--- config.mk ---
export PLATFORM = sky130hd
export DESIGN_NAME = vmnc_sqrt_cell
export DESIGN_NICKNAME = d
export VERILOG_FILES = /design/src/vmnc_pkg.sv /design/src/vmnc_sqrt_cell.sv
export SDC_FILE = /design/constraint.sdc
export NUM_CORES = 1
export LEC_CHECK = 0
export ABC_AREA = 1
export BUFFER_PORTS_ARGS = -buffer_cell sky130_fd_sc_hd__buf_2
export CAP_MARGIN = 20
export CORE_AREA = 2 2 256 258
export DETAILED_ROUTE_END_ITERATION = 10
export DIE_AREA = 0 0 258 260
export GPL_ROUTABILITY_DRIVEN = 0
export PLACE_DENSITY = 0.44
export SYNTH_ARGS = -nofsm -noshare
export SYNTH_HDL_FRONTEND = slang
export SYNTH_SLANG_ARGS = --single-unit
--- constraint.sdc ---
create_clock -name clk -period 2.2 [get_ports clk]
set_input_delay 0.22 -clock clk [delete_from_list [all_inputs] [get_ports clk]]
set_output_delay 0.22 -clock clk [all_outputs]
set_load 0.01 [all_outputs]
--- src/vmnc_pkg.sv ---
`timescale 1ns / 1ps
// ----------------------------------------------------------------------------
// vmnc_pkg
// Shared widths, opcodes, pipeline record types and helpers for the vector
// magnitude normalize / clamp block.
// ----------------------------------------------------------------------------
package vmnc_pkg;

	localparam int FRAC_BITS_DEF = 16;
	localparam int COMP_W        = 32;
	localparam int MAG_W         = 31;
	localparam int ROOT_W        = 48;
	localparam int SQRT_STEPS    = 48;
	localparam int QUOT_W        = 33;
	localparam int DIV_STEPS     = 33;

	localparam logic [2:0] OP_NORM     = 3'd0;
	localparam logic [2:0] OP_CAP_MAX  = 3'd1;
	localparam logic [2:0] OP_CAP_MIN  = 3'd2;
	localparam logic [2:0] OP_CAP_BOTH = 3'd3;
	localparam logic [2:0] OP_CLAMP    = 3'd4;

	typedef struct packed {
		logic             zero;
		logic             en_a;
		logic             en_b;
		logic [MAG_W-1:0] tgt_a;
		logic [MAG_W-1:0] tgt_b;
		logic             sat;
	} vmnc_side_t;

	typedef struct packed {
		logic [2:0][COMP_W-1:0] vec;
		vmnc_side_t             side;
		logic [ROOT_W-1:0]      root;
	} vmnc_item_t;

	typedef struct packed {
		vmnc_item_t          item;
		logic [63:0]         s;
		logic [ROOT_W+1:0]   rem;
	} vmnc_sqrt_t;

	typedef struct packed {
		vmnc_item_t             item;
		logic                   act;
		logic [2:0]             neg;
		logic [2:0]             ovf;
		logic [2:0][ROOT_W-1:0] rem;
		logic [2:0][QUOT_W-1:0] low;
		logic [2:0][QUOT_W-1:0] q;
	} vmnc_div_t;

	typedef struct packed {
		logic [2:0][COMP_W-1:0] vec;
		logic                   sat;
		logic                   zero;
	} vmnc_res_t;

	function automatic logic [COMP_W-1:0] vmnc_abs(input logic [COMP_W-1:0] v);
		return v[COMP_W-1] ? (COMP_W'(0) - v) : v;
	endfunction

endpackage

--- src/vmnc_sqrt_cell.sv ---
`timescale 1ns / 1ps
// ----------------------------------------------------------------------------
// vmnc_sqrt_cell
// One step of the digit-by-digit square root: brings in two radicand bits
// and settles one root bit.
// ----------------------------------------------------------------------------
module vmnc_sqrt_cell (
	input  logic                 clk,
	input  logic                 arst_n,
	input  logic                 en,
	input  logic                 in_valid,
	input  vmnc_pkg::vmnc_sqrt_t in_data,
	output logic                 out_valid,
	output vmnc_pkg::vmnc_sqrt_t out_data
);

	logic [vmnc_pkg::ROOT_W+1:0] cur;
	logic [vmnc_pkg::ROOT_W+1:0] trial;
	logic                        take;
	vmnc_pkg::vmnc_sqrt_t        nxt;

	always_comb begin
		cur   = {in_data.rem[vmnc_pkg::ROOT_W-1:0], in_data.s[63:62]};
		trial = {in_data.item.root, 2'b01};
		take  = (cur >= trial);
		nxt   = in_data;
		// The radicand shifts up; below the top 64 bits the guard bits are zero.
		nxt.s = {in_data.s[61:0], 2'b00};
		nxt.rem = take ? (cur - trial) : cur;
		nxt.item.root = {in_data.item.root[vmnc_pkg::ROOT_W-2:0], take};
	end

	always_ff @(posedge clk or negedge arst_n) begin
		if (!arst_n) begin
			out_valid <= 1'b0;
		end else if (en) begin
			out_valid <= in_valid;
		end
	end

	always_ff @(posedge clk) begin
		if (en) begin
			out_data <= nxt;
		end
	end

endmodule

==> reports/metrics.cfg <==
[yosys]
syn_inst=1453
ys_async_sr_fraction_pct=0.310
synth_commonest_cells=nand2_1 (468), edfxtp_1 (322), inv_1 (286)
yosys-top-cells-area=edfxtp_1 (64%), nand2_1 (12%), inv_1 (7.1%), ha_1 (4.1%), nor2_1 (1.7%)
synth_top_area_cell=edfxtp_1
avgSynthCellArea_sq_um=10.4
synth_ff_type=edfxtp_1
syn_area_sq_mm=0.0151
synth_most_common_cell=nand2_1
synth_edf_count=322
synth_seq_cells=323
netlist-cell-type-count=38
yosys.area.top_type_share_pct=64.1
yosysWarnings=0
ys_seq_area_share_pct=64.3

[drt]
detail-route-antenna-nets=0
drc_errors=0
first_pass_iters=5
wl_um=73200
wl_per_cell_um=21.1
via_count=14400
drtIter0Drc=1055
via_per_inst=4.16

[clocking]
numCtsBuffers=40
path_clk_slew_ps=60
cts_tree=built
numClockSinks=323
clock_tree.buffer_depth=3
clock_latency_ps=540
cts_root_buf=clkbuf_16
htree_levels=2

[worst_setup_path]
cp_max_fo=3
cp-start-kind=primary input
timing_worst_setup_path_type=primary input to flip-flop
endpoint_kind=flip-flop
critPathRequiredTime_ps=2500
crit_arrival_ps=2210

[cells_and_area]
final_nets=2955
drive_gt1_share_pct=34.9
syn2layout_area_growth_pct=63.9

[power_and_ir_drop]
intPower_mw=12.7
irDropWorstVdd_mv=0.392
switching_share_pct=28.4
clockPowerShare_pct=35.9
power.switching_mw=5.05
p_leak_nw=12.0
p_comb_share_pct=21.5
powerDensity_mw_per_mm2=720
p_seq_share_pct=42.7

[floorplanning]
dieArea_sq_mm=0.0671
io_pins=653
initial_core_util_pct=23.5
die_y_um=260
core_area_sq_mm=0.0641
num_rows=93
die_x_um=258

[grt]
track_usage_pct=21.0
grt_start_max_net_pins=83
antenna_found_initial=18
grt-ovfl-total=0
grt_pass1_vias=14800
grt_first_pass_wirelength_um=102000

[placed_design]
hpwl_um=59400
dp_slack_ps=-246
port-buffer-count=648

[timing]
period_needed_ps=1910
holdWs_ps=34.0
max_freq_ghz=0.524
timing.final.ws_setup_ps=292
setup_viol=0
drv_slew=0
rsz0062_at_grt=no
timing.final.crit_share_pct=86.7
hold_violations=0
finClkSkew_ps=0

[status]
outcome=completed

[worst_hold_path]
hold_class=primary input to flip-flop

[flow_run]
drv_cap=0

[cell type report]
class | count | area [sq um]
sequential | 323 | 9690
fill | 6467 | 39400
antenna | 8 | 20.0
inverter | 293 | 1100
timing repair buffer | 1097 | 7410
clock inverter | 23 | 180
tap | 855 | 1070
clock buffer | 50 | 1060
multi-input combinational | 822 | 4180
[cells in the final DEF (no fill, tap or decap), types with 3 or more instances in the layout]
cell type,instances
buf_2,647
xor2_1,27
clkinv_2,5
ha_1,50
clkbuf_1,9
diode_2,8
clkinv_1,9
nand3_2,14
nand2_2,3
clkinvlp_4,4
clkbuf_16,41
buf_4,163
nor2_1,69
dlygate4sd3_1,279
nor3_1,11
o21ai_0,30
buf_12,7
nor2_2,6
nand3_1,36
nor4_1,4
edfxtp_1,322
nand3b_1,15
o21bai_1,9
a21oi_1,31
nand2_1,468
nand4_1,33
inv_1,286
inv_2,6
and2_1,4
[critical path: stages]
cell     delay, ps
buf_2          160
inv_1           60
ha_1           320
buf_4          120
nand2_1        100
nor2_1         180
inv_1          110
nor2_1         260
nand2_1        100
nand2_1        160
nand2_1        110
nand3_1        100
nand2_1         60
nand3_1         80
nand2_1         50
[sequential cells by signal (all words and copies together), names as in the netlist]
register	cells
out_data	322
out_valid	1
[power by group through the flow]
stage	Clock [mW]	Sequential, mW	Combinational (mW)
2_1_floorplan	0	7.99	1.10
3_3_place_gp	0	7.71	3.43
3_5_place_dp	0	7.70	3.44
4_1_cts	6.59	7.59	3.88
5_1_grt	6.81	7.64	4.14
6_report	6.38	7.59	3.82
[metrics by stage]
stage | std cells | TNS (ps) | area (sq um) | total power, mW | util (%)
after detailed placement | 3111 | -10740 | 20700 | 11.1 | 32.2
after CTS | 3463 | 0 | 24700 | 18.1 | 38.5
after floorplan | 1454 | 0 | 15100 | 9.10 | -
after global placement | 3111 | -10430 | 20700 | 11.1 | 32.2
final | 3471 | 0 | 24700 | 17.8 | 38.5
after global routing | 3469 | 0 | 24700 | 18.6 | 38.5
[worst paths after layout]
| check | startpoint | to | slack (ps) | depth (start not counted) |
|---|---|---|---|---|
| max | in_data[137] | out_data[43]$_DFFE_PP_ | 290 | 15 |
| min | in_data[39] | out_data[41]$_DFFE_PP_ | 30 | 3 |
| max reg2reg | out_valid$_DFFE_PN0P_ | out_valid$_DFFE_PN0P_ | 1430 | 1 |
| min reg2reg | out_valid$_DFFE_PN0P_ | out_valid$_DFFE_PN0P_ | 550 | 1 |
| max in group asynchronous | arst_n | out_valid$_DFFE_PN0P_ | 1570 | 3 |
| min in group asynchronous | arst_n | out_valid$_DFFE_PN0P_ | 530 | 3 |
[logic make-up after synthesis]
logic type	Yosys count	synth area share (%)
AND/OR/NAND/NOR	670	19.3
flip-flops	323	64.3
buffers and inverters	309	8.04
AO/OA/AOI/OAI	71	2.53
adder cells (fa/ha/maj)	50	4.15
XOR/XNOR	28	1.63
other	1	0.0249
multiplexers	1	0.0747
[repair_timing]
item                                   CTS  global route
buffers inserted                         0             0
endpoints found under the hold margin  278             0
gates resized for setup                  0             0
hold buffers                           279             0
[routing by layer]
layer  wire [um]  vias to the layer above  part of all wire (%)  global-route usage [%]
met5          72                        -                 0.098                       0
li1            -                     6963                     -                       -
met3        4680                      109                   6.4                    4.41
met2       37700                      546                    51                    38.9
met1       28000                     6811                    38                    23.8
met4        2870                       12                   3.9                    7.51
Power figures use the tool's default switching activity.
